### config.mk
export PLATFORM = sky130hd
export DESIGN_NAME = modem_call_sequencer
export DESIGN_NICKNAME = d
export VERILOG_FILES = /design/src/rtl/mcs_pkg.sv /design/src/rtl/mcs_cfg.sv /design/src/rtl/mcs_core.sv /design/src/rtl/modem_call_sequencer.sv
export SDC_FILE = /design/constraint.sdc
export NUM_CORES = 1
export LEC_CHECK = 0
export ABC_AREA = 1
export BUFFER_PORTS_ARGS = -buffer_cell sky130_fd_sc_hd__buf_2
export CAP_MARGIN = 20
export CORE_MARGIN = 10
export CORE_UTILIZATION = 61
export DETAILED_ROUTE_END_ITERATION = 8
export GPL_ROUTABILITY_DRIVEN = 0
export PLACE_DENSITY = 0.87
export SYNTH_ARGS = -nofsm -noshare
export SYNTH_HDL_FRONTEND = slang
export SYNTH_SLANG_ARGS = --single-unit
### constraint.sdc
create_clock -name i_clk -period 2.99 [get_ports i_clk]
set_input_delay 0.598 -clock i_clk [delete_from_list [all_inputs] [get_ports i_clk]]
set_output_delay 0.598 -clock i_clk [all_outputs]
set_load 0.01 [all_outputs]
### src/rtl/mcs_pkg.sv
// Types and constants shared by the modem call sequencer modules.
package mcs_pkg;

    localparam int CNT_W   = 5;
    localparam int TIME_W  = 8;
    localparam int TC_W    = 4;
    localparam int DIAL_W  = 4;
    localparam int CFG_IDX_W = 3;
    localparam int CFG_DATA_W = 8;
    localparam logic [TC_W-1:0] UNMARKED_MIN = 4'd5;

    typedef enum logic [1:0] {
        PH_IDLE    = 2'd0,
        PH_SETUP   = 2'd1,
        PH_CONNECT = 2'd2,
        PH_MSG     = 2'd3
    } t_phase;

    typedef enum logic [2:0] {
        ACT_NONE    = 3'd0,
        ACT_SETUP   = 3'd1,
        ACT_SEND_T  = 3'd2,
        ACT_DIAL    = 3'd3,
        ACT_CLOSE   = 3'd4,
        ACT_DELIVER = 3'd5
    } t_action;

    typedef enum logic [2:0] {
        RS_NONE       = 3'd0,
        RS_NO_MODEM   = 3'd1,
        RS_NO_ANSWER  = 3'd2,
        RS_NO_CODES   = 3'd3,
        RS_UNEXPECTED = 3'd4,
        RS_BAD_REPLY  = 3'd5
    } t_reason;

    typedef enum logic [1:0] {
        EV_TICK = 2'd0,
        EV_POLL = 2'd1,
        EV_LINE = 2'd2,
        EV_NOP  = 2'd3
    } t_event;

    typedef enum logic [2:0] {
        LN_OK        = 3'd0,
        LN_CONNECT   = 3'd1,
        LN_OTHER     = 3'd2,
        LN_TIMECODE  = 3'd3,
        LN_UNMARKED  = 3'd4,
        LN_ONTIME    = 3'd5,
        LN_MALFORMED = 3'd6,
        LN_SPARE     = 3'd7
    } t_line;

    typedef enum logic [1:0] {
        PM_BACKUP = 2'd0,
        PM_AUTO   = 2'd1,
        PM_MANUAL = 2'd2,
        PM_SPARE  = 2'd3
    } t_poll_mode;

    typedef enum logic [CFG_IDX_W-1:0] {
        CFG_POLL_MODE   = 3'd0,
        CFG_NUMBER_CNT  = 3'd1,
        CFG_SETUP_TO    = 3'd2,
        CFG_ANSWER_TO   = 3'd3,
        CFG_MESSAGE_TO  = 3'd4,
        CFG_REDIAL_TO   = 3'd5,
        CFG_MAX_CODES   = 3'd6,
        CFG_UNUSED      = 3'd7
    } t_cfg_idx;

    typedef struct packed {
        t_poll_mode        poll_mode;
        logic [CNT_W-1:0]  eff_count;
        logic [TIME_W-1:0] setup_to;
        logic [TIME_W-1:0] answer_to;
        logic [TIME_W-1:0] message_to;
        logic [TIME_W-1:0] redial_to;
        logic [TC_W-1:0]   max_codes;
    } t_cfg;

    typedef struct packed {
        t_action           action;
        logic [DIAL_W-1:0] dial;
        t_reason           reason;
        logic              sample;
        t_phase            phase;
    } t_result;

endpackage

### src/rtl/mcs_cfg.sv
// Configuration registers with the number count clamped and zero timeouts raised to one.
module mcs_cfg
    import mcs_pkg::*;
#(
    parameter int MAX_NUMBERS = 16
) (
    input  logic                  i_clk,
    input  logic                  i_rst_n,
    input  logic                  i_cfg_we,
    input  logic [CFG_IDX_W-1:0]  i_cfg_index,
    input  logic [CFG_DATA_W-1:0] i_cfg_data,
    output t_cfg                  o_cfg
);

    t_cfg              r_cfg;
    logic [TIME_W-1:0] w_time;
    logic [CNT_W-1:0]  w_count;

    assign w_time  = (i_cfg_data == '0) ? TIME_W'(1) : i_cfg_data;
    assign w_count = (32'(i_cfg_data[CNT_W-1:0]) > MAX_NUMBERS) ?
                     CNT_W'(MAX_NUMBERS) : i_cfg_data[CNT_W-1:0];

    always_ff @(posedge i_clk) begin
        if (!i_rst_n) begin
            r_cfg.poll_mode  <= PM_BACKUP;
            r_cfg.eff_count  <= '0;
            r_cfg.setup_to   <= TIME_W'(3);
            r_cfg.answer_to  <= TIME_W'(60);
            r_cfg.message_to <= TIME_W'(60);
            r_cfg.redial_to  <= TIME_W'(30);
            r_cfg.max_codes  <= TC_W'(10);
        end else if (i_cfg_we) begin
            case (t_cfg_idx'(i_cfg_index))
                CFG_POLL_MODE:  r_cfg.poll_mode  <= t_poll_mode'(i_cfg_data[1:0]);
                CFG_NUMBER_CNT: r_cfg.eff_count  <= w_count;
                CFG_SETUP_TO:   r_cfg.setup_to   <= w_time;
                CFG_ANSWER_TO:  r_cfg.answer_to  <= w_time;
                CFG_MESSAGE_TO: r_cfg.message_to <= w_time;
                CFG_REDIAL_TO:  r_cfg.redial_to  <= w_time;
                CFG_MAX_CODES:  r_cfg.max_codes  <= i_cfg_data[TC_W-1:0];
                default: begin
                end
            endcase
        end
    end

    assign o_cfg = r_cfg;

endmodule

### src/rtl/mcs_core.sv
// Call state registers and the single-pass next-state and result logic.
module mcs_core
    import mcs_pkg::*;
#(
    parameter int MAX_NUMBERS = 16
) (
    input  logic        i_clk,
    input  logic        i_rst_n,
    input  logic        i_accept,
    input  t_cfg        i_cfg,
    input  logic [1:0]  i_mode,
    input  logic        i_force_call,
    input  logic        i_peer_selectable,
    input  logic [2:0]  i_line_class,
    output t_result     o_result
);

    localparam int IDX_W = $clog2(MAX_NUMBERS + 1);

    t_phase            r_phase, n_phase;
    logic [TIME_W-1:0] r_countdown, n_countdown;
    logic [IDX_W-1:0]  r_idx, n_idx;
    logic [TC_W-1:0]   r_tc, n_tc;

    t_result           w_res;
    logic              w_start, w_close, w_end;
    logic [IDX_W-1:0]  w_start_idx;
    t_action           w_close_act;
    t_reason           w_close_rsn;
    logic [TC_W-1:0]   w_tc_inc;

    assign w_tc_inc = r_tc + 1'b1;

    always_comb begin
        n_phase     = r_phase;
        n_countdown = r_countdown;
        n_idx       = r_idx;
        n_tc        = r_tc;
        w_res.action = ACT_NONE;
        w_res.dial   = '0;
        w_res.reason = RS_NONE;
        w_res.sample = 1'b0;
        w_start     = 1'b0;
        w_close     = 1'b0;
        w_end       = 1'b0;
        w_start_idx = r_idx;
        w_close_act = ACT_CLOSE;
        w_close_rsn = RS_NONE;

        case (t_event'(i_mode))
            EV_TICK: begin
                if (r_countdown == '0) begin
                    w_start = i_force_call;
                end else begin
                    n_countdown = r_countdown - 1'b1;
                    if (r_countdown == TIME_W'(1)) begin
                        case (r_phase)
                            PH_IDLE:    w_start = 1'b1;
                            PH_SETUP: begin
                                w_close     = 1'b1;
                                w_close_rsn = RS_NO_MODEM;
                            end
                            PH_CONNECT: begin
                                w_close     = 1'b1;
                                w_close_rsn = RS_NO_ANSWER;
                            end
                            default:    w_end = 1'b1;
                        endcase
                    end
                end
            end
            EV_POLL: begin
                if (i_cfg.poll_mode != PM_MANUAL &&
                    !(i_cfg.poll_mode == PM_BACKUP && !i_peer_selectable)) begin
                    w_start     = 1'b1;
                    w_start_idx = '0;
                end
            end
            EV_LINE: begin
                case (r_phase)
                    PH_SETUP: begin
                        if (t_line'(i_line_class) == LN_OK &&
                            CNT_W'(r_idx) < i_cfg.eff_count) begin
                            w_res.action = ACT_DIAL;
                            w_res.dial   = DIAL_W'(r_idx);
                            n_idx        = IDX_W'(r_idx + 1'b1);
                            n_phase      = PH_CONNECT;
                            n_countdown  = i_cfg.answer_to;
                        end else begin
                            w_close     = 1'b1;
                            w_close_rsn = RS_UNEXPECTED;
                        end
                    end
                    PH_CONNECT: begin
                        if (t_line'(i_line_class) == LN_CONNECT) begin
                            n_phase     = PH_MSG;
                            n_countdown = i_cfg.message_to;
                        end else begin
                            w_close     = 1'b1;
                            w_close_rsn = RS_UNEXPECTED;
                        end
                    end
                    PH_MSG: begin
                        if (r_tc >= i_cfg.max_codes) begin
                            w_end = 1'b1;
                        end else begin
                            case (t_line'(i_line_class))
                                LN_TIMECODE: begin
                                    n_tc         = w_tc_inc;
                                    w_res.sample = 1'b1;
                                end
                                LN_UNMARKED: begin
                                    n_tc         = w_tc_inc;
                                    w_res.sample = (w_tc_inc >= UNMARKED_MIN);
                                end
                                LN_ONTIME:    w_res.sample = (r_tc != '0);
                                LN_MALFORMED: w_res.reason = RS_BAD_REPLY;
                                default: begin
                                end
                            endcase
                        end
                    end
                    default: begin
                        w_close     = 1'b1;
                        w_close_rsn = RS_UNEXPECTED;
                    end
                endcase
            end
            default: begin
            end
        endcase

        if (w_end) begin
            w_close = 1'b1;
            if (r_tc == '0) begin
                w_close_act = ACT_CLOSE;
                w_close_rsn = RS_NO_CODES;
            end else begin
                w_close_act = ACT_DELIVER;
                w_close_rsn = RS_NONE;
            end
        end

        if (w_start) begin
            n_tc  = '0;
            n_idx = w_start_idx;
            if (CNT_W'(w_start_idx) >= i_cfg.eff_count) begin
                w_res.action = ACT_SEND_T;
                n_phase      = PH_MSG;
                n_countdown  = i_cfg.message_to;
            end else begin
                w_res.action = ACT_SETUP;
                n_phase      = PH_SETUP;
                n_countdown  = i_cfg.setup_to;
            end
        end

        if (w_close) begin
            w_res.action = w_close_act;
            w_res.reason = w_close_rsn;
            n_phase      = PH_IDLE;
            if (r_tc == '0 && r_idx != '0 && CNT_W'(r_idx) < i_cfg.eff_count) begin
                n_countdown = i_cfg.redial_to;
            end else begin
                n_countdown = '0;
            end
        end

        w_res.phase = n_phase;
    end

    always_ff @(posedge i_clk) begin
        if (!i_rst_n) begin
            r_phase     <= PH_IDLE;
            r_countdown <= '0;
            r_idx       <= '0;
            r_tc        <= '0;
        end else if (i_accept) begin
            r_phase     <= n_phase;
            r_countdown <= n_countdown;
            r_idx       <= n_idx;
            r_tc        <= n_tc;
        end
    end

    assign o_result = w_res;

    a_active_has_timer: assert property (@(posedge i_clk) disable iff (!i_rst_n)
        r_phase != PH_IDLE |-> r_countdown != '0)
        else $error("Active call phase with an expired countdown.");

    a_sample_in_message: assert property (@(posedge i_clk) disable iff (!i_rst_n)
        i_accept && w_res.sample |-> r_phase == PH_MSG)
        else $error("Sample passed outside the message phase.");

    a_dial_advances: assert property (@(posedge i_clk) disable iff (!i_rst_n)
        i_accept && w_res.action == ACT_DIAL |=> r_phase == PH_CONNECT &&
        r_idx == IDX_W'($past(r_idx) + 1'b1))
        else $error("Dial did not move to connect with the next number.");

endmodule

### src/rtl/modem_call_sequencer.sv
// Top level of the modem call sequencer: configuration, call logic and output skid buffer.
//
// Each input word is one event: a one-second tick, a system poll or a classified
// received line. Every accepted word yields exactly one result word carrying the
// action, the number to dial, a reason code, a sample flag and the call phase.
// Input words are taken when i_in_valid is high and o_in_stall is low; result
// words leave when o_out_valid is high and i_out_stall is low.
// The call state is updated in the cycle a word is accepted and the result is
// registered; one word per cycle is sustained while i_out_stall is low. A
// two-entry output buffer lets the block take a word while a result waits;
// o_in_stall rises only when both entries are full. Configuration writes through
// i_cfg_we, i_cfg_index and i_cfg_data take effect at once and must be made by
// the user while no call words are in flight; the block does not enforce this.
// Synchronous reset (i_rst_n low) returns the call to idle, clears the timer,
// number index and timecode count, loads the default register values and
// empties the output buffer.
module modem_call_sequencer
    import mcs_pkg::*;
#(
    parameter int MAX_NUMBERS = 16
) (
    input  logic                  i_clk,
    input  logic                  i_rst_n,
    input  logic                  i_cfg_we,
    input  logic [CFG_IDX_W-1:0]  i_cfg_index,
    input  logic [CFG_DATA_W-1:0] i_cfg_data,
    input  logic                  i_in_valid,
    output logic                  o_in_stall,
    input  logic [1:0]            i_mode,
    input  logic                  i_force_call,
    input  logic                  i_peer_selectable,
    input  logic [2:0]            i_line_class,
    output logic                  o_out_valid,
    input  logic                  i_out_stall,
    output logic [2:0]            o_action,
    output logic [DIAL_W-1:0]     o_dial_index,
    output logic [2:0]            o_reason,
    output logic                  o_sample_taken,
    output logic [1:0]            o_call_phase
);

    t_cfg    w_cfg;
    t_result w_result;
    t_result r_out, r_skid;
    logic    r_out_valid, r_skid_valid;
    logic    w_accept, w_take;

    assign w_accept = i_in_valid && !r_skid_valid;
    assign w_take   = r_out_valid && !i_out_stall;

    mcs_cfg #(
        .MAX_NUMBERS (MAX_NUMBERS)
    ) u_cfg (
        .i_clk       (i_clk),
        .i_rst_n     (i_rst_n),
        .i_cfg_we    (i_cfg_we),
        .i_cfg_index (i_cfg_index),
        .i_cfg_data  (i_cfg_data),
        .o_cfg       (w_cfg)
    );

    mcs_core #(
        .MAX_NUMBERS (MAX_NUMBERS)
    ) u_core (
        .i_clk             (i_clk),
        .i_rst_n           (i_rst_n),
        .i_accept          (w_accept),
        .i_cfg             (w_cfg),
        .i_mode            (i_mode),
        .i_force_call      (i_force_call),
        .i_peer_selectable (i_peer_selectable),
        .i_line_class      (i_line_class),
        .o_result          (w_result)
    );

    always_ff @(posedge i_clk) begin
        if (!i_rst_n) begin
            r_out_valid  <= 1'b0;
            r_skid_valid <= 1'b0;
        end else if (r_skid_valid) begin
            if (w_take) begin
                r_skid_valid <= 1'b0;
            end
        end else if (w_accept) begin
            if (!r_out_valid || w_take) begin
                r_out_valid <= 1'b1;
            end else begin
                r_skid_valid <= 1'b1;
            end
        end else if (w_take) begin
            r_out_valid <= 1'b0;
        end
    end

    always_ff @(posedge i_clk) begin
        if (r_skid_valid) begin
            if (w_take) begin
                r_out <= r_skid;
            end
        end else if (w_accept) begin
            if (!r_out_valid || w_take) begin
                r_out <= w_result;
            end else begin
                r_skid <= w_result;
            end
        end
    end

    assign o_in_stall     = r_skid_valid;
    assign o_out_valid    = r_out_valid;
    assign o_action       = r_out.action;
    assign o_dial_index   = r_out.dial;
    assign o_reason       = r_out.reason;
    assign o_sample_taken = r_out.sample;
    assign o_call_phase   = r_out.phase;

    a_skid_behind_out: assert property (@(posedge i_clk) disable iff (!i_rst_n)
        r_skid_valid |-> r_out_valid)
        else $error("Skid entry held while the output register is empty.");

    a_stall_keeps_result: assert property (@(posedge i_clk) disable iff (!i_rst_n)
        r_out_valid && i_out_stall |=> r_out_valid && $stable(r_out))
        else $error("Stalled result word changed or was dropped.");

endmodule
==> results of run 1 <==
[area by class of cell]
cell class	count	area, µm²	area share (%)
Sequential cell	90	2060	36.7
Tap cell	105	131	2.34
Timing Repair Buffer	48	268	4.77
Inverter	95	364	6.49
Clock inverter	3	63.8	1.14
Multi-Input combinational cell	508	2580	46.0
Clock buffer	13	139	2.47
[report_power, final]
part	internal, mW	switching (mW)
combinational	0.174	0.353
clock	0.471	0.414
sequential	1.31	0.0371
[path summary, 6_finish.rpt]
path                                end  cells past startpoint
hold / removal          u_cfg.o_cfg[30]                      2
hold reg to reg         u_cfg.o_cfg[30]                      2
setup reg to reg  u_core.r_countdown[0]                     15
setup / recovery  u_core.r_countdown[6]                     16
[stage by stage]
| stage | hold slack [ns] | cells | utilization (%) |
|---|---|---|---|
| 6_report | 0.467 | 862 | 68.3 |
| 4_1_cts | 0.466 | 861 | 68.2 |
| 5_1_grt | 0.492 | 862 | 68.3 |
| 3_3_place_gp | 0.443 | 845 | 65.7 |
| 3_5_place_dp | 0.455 | 845 | 65.7 |
| 2_1_floorplan | 0.424 | 715 | - |
[flip-flops by register name, summed over array words and instances (netlist names)]
signal / count
u_cfg.o_cfg: 43
r_skid: 13
u_core.r_countdown: 8
u_core.r_idx: 5
o_dial_index: 4
u_core.r_tc: 4
o_action: 3
o_reason: 3
o_call_phase: 2
u_core.r_phase: 2
o_in_stall: 1
o_out_valid: 1
o_sample_taken: 1
[cell families after synthesis]
kind of cell             after synthesis  share of synthesized area (%)
AND/OR/NAND/NOR                      357                           29.3
adder cells (fa/ha/maj)               27                           6.58
flip-flops                            90                           40.1
XOR/XNOR                               9                           1.53
buffers and inverters                117                           9.57
AO/OA/AOI/OAI                        115                           12.8
[cells in the mapped netlist, drive strengths merged]
master / instances
nand2: 193
or2: 1
inv: 94
dfxtp: 64
clkbuf: 13
a31oi: 1
o211ai: 12
xor2: 8
o22ai: 1
a22oi: 1
o21ai: 50
edfxtp: 26
ha: 27
clkinv: 1
nand3: 35
xnor2: 1
a211oi: 2
nor4: 3
buf: 9
o21a: 2
nand4: 14
nand3b: 1
a21oi: 44
nor2: 105
o21bai: 1
a311oi: 1
nor3: 5
[per-layer routing]
metal  part of all wire (%)  vias up  GRT usage [%]
li1                       -     2380              -
met5                      0        -              0
met4                    3.6        0           8.74
met1                     41     2196           24.4
met2                     47      252           33.7
met3                    8.1       52           5.26
[critical path, cell delays in order]
cell,delay [ns]
buf_2,0.10
inv_1,0.05
nor2_1,0.08
inv_1,0.11
nor2_2,0.23
nor2_1,0.09
ha_1,0.32
a21oi_1,0.18
o21a_1,0.18
nand3_1,0.25
o21ai_0,0.25
nand2_1,0.07
nand3_1,0.08
nand2_1,0.05
nor2_1,0.08
nor2_1,0.05
==> summary.txt, run 1 <==
Run status
  – Status: complete, no violations

STA
  – Rel. slew slack: 50.8%
  – Clock skew: 0.00689 ns
  – Worst-Margin Slew: 0.738 ns
  – Highest Clock Rate: 0.397 GHz
  – Hold Vio Cnt, Final: 0
  – RSZ-0062 raised after global routing: false
  – Final setup viols: 0
  – Fin crit period: 2.52 ns
  – Final worst slack: 0.470 ns
  – Setup TNS: 0 ns
  – Fin crit share: 84.3%
  – Fin. max-slew vios: 0

Worst setup path
  – Startpoint Class: primary input
  – Critical R2R Launch: u_core.r_tc[2]
  – Worst-path fanout max: 9
  – WP data required: 3.24 ns
  – Critical path arrival: 2.77 ns
  – Crit path kind: in2reg
  – Worst Setup SP: i_mode[0]
  – Internal reg-to-reg setup slack: 0.52 ns
  – Crit. End Element: register

Drt
  – Drt pass-1 iters: 6
  – Number of remaining DRC errors: 0
  – Via/cell ratio: 5.66
  – DR vias: 4,880
  – Final wirelength: 13,000 µm
  – Wire per inst: 15.0 µm
  – Starting DRT DRC Count: 416
  – Remaining antenna violation count: 0

Die
  – Core area: 8220 µm²
  – IO Pins: 38
  – Die height: 112 µm
  – FP Rows: 33
  – Starting density of the core: 62.5%
  – Die width: 112 µm
  – Die area: 12,500 µm²

Clock tree
  – Clock Pin Slew Worst Setup and Hold Paths: 0.08 ns
  – Setup repair bufs after CTS: 0
  – CTS resizes: 0
  – CTS Sinks: 90
  – CTS tree: done
  – Hold-fix buffers, CTS: 0
  – Longest Clk Path Bufs: 2
  – Htree depth: 3
  – Root Driver: clkbuf_8
  – Skew-Pair Late Insertion Delay: 0.35 ns
  – Clock buffer count from CTS: 9

Finish
  – Share of cells above drive strength 1: 11.2%
  – Layout Nets: 802
  – Layout filler cell count: 684
  – Commonest non-fill, non-tap cell in the layout: nand2_1
  – N_diodes: 0
  – Synth-to-layout area growth: 9.23%
  – Final instance area: 5610 µm²
  – Commonest non-fill, non-tap cells in the layout: 188 x nand2_1, 99 x nor2_1, 90 x inv_1

Global route
  – Global route total overflow: 0
  – Pin count of the biggest net entering global routing: 28
  – Antenna violations before repair: 0
  – Total Routing Usage GR: 20.4%
  – Global-route wire length before repair: 21,700 µm
  – Number of global-route vias before repair: 4,726

Placement
  – Placed Area: 5400 µm²
  – Post-DP HPWL: 9620 µm
  – Buffers on Ports: 37
  – Dpl ws: 0.204 ns

Logic synthesis
  – Unique masters post-synth: 41
  – Register area share after synthesis: 40.1%
  – Synth top area cells: dfxtp_1 25%, edfxtp_1 15%, nand2_1 14%
  – Ys Warns: 0
  – Cell taking the most area after synthesis: dfxtp_1
  – #FFs+latches synth: 90
  – Syn_area_per_cell: 7.19 µm²
  – Synth top area share: 24.9%
  – Syn Std Cell Area: 5140 µm²
  – Cell count after synthesis: 715
  – Mapped Nets: 765

Power
  – Power Density: 492 nW/µm²
  – Max VDD drop: 0.291 mV
  – Overall power: 2.76 mW
  – P_leak: 2.66 nW

Worst hold path
  – Hold Path Origin: u_cfg.o_cfg[30]
  – Hold Crit Class: reg2reg

Job
  – Max-Cap Viols: 0
Power figures use the tool's default switching activity.
==> inputs of run 2 (changes only) <==
Settings changed: ABC_AREA 1 to 0.
Clock period 2.99 ns to 2.4 ns, I/O delays scaled along.
==> summary.txt, run 2 <==
Run status
  – Status: finished, violations left
  – Failing checks: setup timing

Logic synthesis
  – #FFs+latches synth: 90 (unchanged)
  – Cell count after synthesis: 594 (-17%)
  – Register area share after synthesis: 39.1% (-1.0 points)
  – Synth top area share: 24.3% (-0.65 points)
  – Mapped Nets: 644 (-16%)
  – Fraction of registers with async set or reset after synthesis: 0% (unchanged)
  – Synth cell count leaders: 96 x nand2_1, 64 x dfxtp_1, 30 x inv_1, 30 x o21ai_0, 27 x ha_1
  – Unique masters post-synth: 70 (+71%)
  – Ys Warns: 0 (unchanged)
  – Synth Flop Type: dfxtp_1
  – Post-synth EDFFs: 26 (unchanged)
  – Count leader, synth: nand2_1
  – Syn Std Cell Area: 5280 µm² (+2.7%)
  – Syn_area_per_cell: 8.88 µm² (+24%)
  – Synth top area cells: dfxtp_1 24%, edfxtp_1 15%, nand2_1 6.8%
  – Cell taking the most area after synthesis: dfxtp_1

Worst setup path
  – Crit. End Element: register
  – Critical path arrival: 2.61 ns (-0.16 ns)
  – Critical path buffers and inverters: 3 (unchanged)
  – Slowest Stage Delay on Critical Path: 0.35 ns (+0.03 ns)
  – Delay-heaviest family, CP: simple AND/OR/NAND/NOR gates
  – Worst-path fanout max: 7 (-2)
  – Crit path kind: reg2reg
  – Slowest cell on the critical path: or2_2
  – Cell Chain, Critical Path: inv_1 > ha_1 > or2_2 > a211oi_4 > a211oi_2 > nor3_2 > inv_2 > buf_4 > o31ai_1
  – Startpoint Class: register
  – WP data required: 2.59 ns (-0.65 ns)

Die
  – Die height: 113 µm (+1.1%)
  – IO Pins: 38 (unchanged)
  – Die area: 12,800 µm² (+2.2%)
  – Starting density of the core: 63.6% (+1.0 points)
  – FP Rows: 33 (unchanged)
  – Core area: 8300 µm² (+1.0%)
  – Die width: 113 µm (+1.1%)

Finish
  – Post-route non-filler standard cell count: 780 (-9.5%)
  – Synth-to-layout area growth: 18.2%
  – Core Util, Final: 75.2% (+6.9 points)
  – Share of cells above drive strength 1: 24.4% (+13 points)
  – Commonest non-fill, non-tap cell in the layout: nand2_1
  – Commonest non-fill, non-tap cells in the layout: 95 x nand2_1, 62 x dfxtp_1, 55 x buf_4
  – Max reg flops: 43 (unchanged)
  – Layout Nets: 720 (-10%)
  – Final instance area: 6240 µm² (+11%)
  – Layout filler cell count: 586 (-14%)
  – N_diodes: 0 (unchanged)

Global route
  – GR Layer Usage met3: 4.28% (-0.98 points)
  – M1 GR Usage: 25.0% (+0.63 points)
  – Pin count of the biggest net entering global routing: 52 (+86%)
  – Antenna violations before repair: 0 (unchanged)
  – Global-route wire length before repair: 22,400 µm (+3.3%)
  – Number of global-route vias before repair: 4,640 (-1.8%)
  – Total Routing Usage GR: 20.8% (+0.47 points)
  – GRT busiest layer: met2
  – Global route total overflow: 0 (unchanged)
  – M2 GR Usage: 35.4% (+1.7 points)

STA
  – Final setup viols: 4 (+4)
  – WHS: 0.384 ns (-0.0834 ns)
  – Rel. slew slack: 54.3% (+3.5 points)
  – Setup TNS: -0.0419 ns (-0.0419 ns)
  – Fin crit period: 2.42 ns
  – Clock skew: 0.0162 ns (+0.00936 ns)
  – Hold Vio Cnt, Final: 0 (unchanged)
  – Fin crit share: 101%
  – Highest Clock Rate: 0.413 GHz
  – Worst-Margin Slew: 0.678 ns (-0.0601 ns)
  – Final worst slack: -0.0210 ns (-0.491 ns)
  – Fin. max-slew vios: 0 (unchanged)

Clock tree
  – Clock buffer count from CTS: 9 (unchanged)
  – Longest Clk Path Bufs: 2 (unchanged)
  – Clock Pin Slew Worst Setup and Hold Paths: 0.10 ns (+0.02 ns)
  – Root Driver: clkbuf_8
  – CTS tree: done
  – Hold-fix buffers, CTS: 0 (unchanged)
  – Htree depth: 3 (unchanged)
  – CTS Sinks: 90 (unchanged)
  – Skew-Pair Late Insertion Delay: 0.37 ns (+0.02 ns)

Placement
  – Inst Count DP: 759 (-10%)
  – Dpl ws: -0.264 ns (-0.468 ns)
  – Buffers on Ports: 37 (unchanged)
  – Post-DP HPWL: 10,600 µm (+9.9%)
  – Placed Area: 5910 µm² (+9.3%)

Worst hold path
  – Hold Crit Class: in2reg

Drt
  – Via/cell ratio: 6.40 (+13%)
  – Wire per inst: 19.1 µm (+27%)
  – Remaining antenna violation count: 0 (unchanged)
  – Number of remaining DRC errors: 0 (unchanged)
  – Drt pass-1 iters: 7 (+1)
  – Starting DRT DRC Count: 440 (+5.8%)
  – DR vias: 4,993 (+2.3%)
  – Final wirelength: 14,900 µm (+15%)

Power
  – Overall power: 3.49 mW (+26%)
  – Power Density: 560 nW/µm² (+14%)
  – P_leak: 2.62 nW (-1.4%)
  – Max VDD drop: 0.386 mV (+33%)

Job
  – Max-Cap Viols: 0 (unchanged)
==> run 2: changes by cell type in the layout (fill, tap and decap cells not counted), sizes merged, moves of 16 or more <==
| cell | delta |
|---|---|
| nand2 | -97 |
| nor2 | -84 |
| inv | -61 |
| buf | +45 |
| a21oi | -29 |
| mux2i | +22 |
| a21boi | +21 |
| nor2b | +21 |
| o21ai | -16 |
==> run 2: report_power, final <==
| part | switching [mW] | internal (mW) | total (mW) |
|---|---|---|---|
| Sequential | 0.0685 | 1.64 | 1.71 |
| Combinational | 0.464 | 0.354 | 0.818 |
| Clock | 0.574 | 0.388 | 0.961 |
==> run 2: cell type report <==
| cell class | count | area, µm² | share of cell area, % |
|---|---|---|---|
| sequential | 90 | 2060 | 33.1 |
| clock buffer | 10 | 128 | 2.05 |
| multi-input combinational | 445 | 3130 | 50.2 |
| tap | 105 | 131 | 2.11 |
| clock inverter | 6 | 48.8 | 0.782 |
| inverter | 31 | 116 | 1.87 |
| timing repair buffer | 93 | 618 | 9.91 |
==> run 2: cell families after synthesis <==
group	Yosys count	synth area share, %
adder cells (fa/ha/maj)	27	6.40
AO/OA/AOI/OAI	150	20.8
flip-flops	90	39.1
XOR/XNOR	3	0.498
buffers and inverters	59	4.53
AND/OR/NAND/NOR	232	22.1
multiplexers	33	6.52
==> run 2: worst register-to-register path: cells and delay by family (launching register included) <==
kind | cells | cell delay [ns]
AND/OR/NAND/NOR | 2 | 0.66
AO/OA/AOI/OAI | 3 | 0.63
flip-flops | 1 | 0.33
adder cells (fa/ha/maj) | 1 | 0.26
buffers and inverters | 3 | 0.40
==> run 2: timing repair <==
action / in CTS / in global routing
gates resized for setup: 2 / 30
endpoints found under the setup margin: 14 / 28
pin swaps: 1 / 9
setup buffers: 0 / 5
==> run 2: path summary, 6_finish.rpt <==
path / slack, ns / startpoint / cells after the start / endpoint
setup / recovery: -0.02 / u_cfg.o_cfg[39] / 9 / o_action[1]
hold / removal: 0.38 / i_in_valid / 3 / o_in_stall
setup reg to reg: -0.02 / u_cfg.o_cfg[39] / 9 / o_action[1]
hold reg to reg: 0.47 / u_cfg.o_cfg[38] / 2 / u_cfg.o_cfg[38]
==> run 2: per-layer routing <==
layer  up-vias  share of wire [%]
met4         0                3.9
li1       2313                  -
met1      2323                 41
met2       291                 48
met5         -                  0
met3        66                7.7
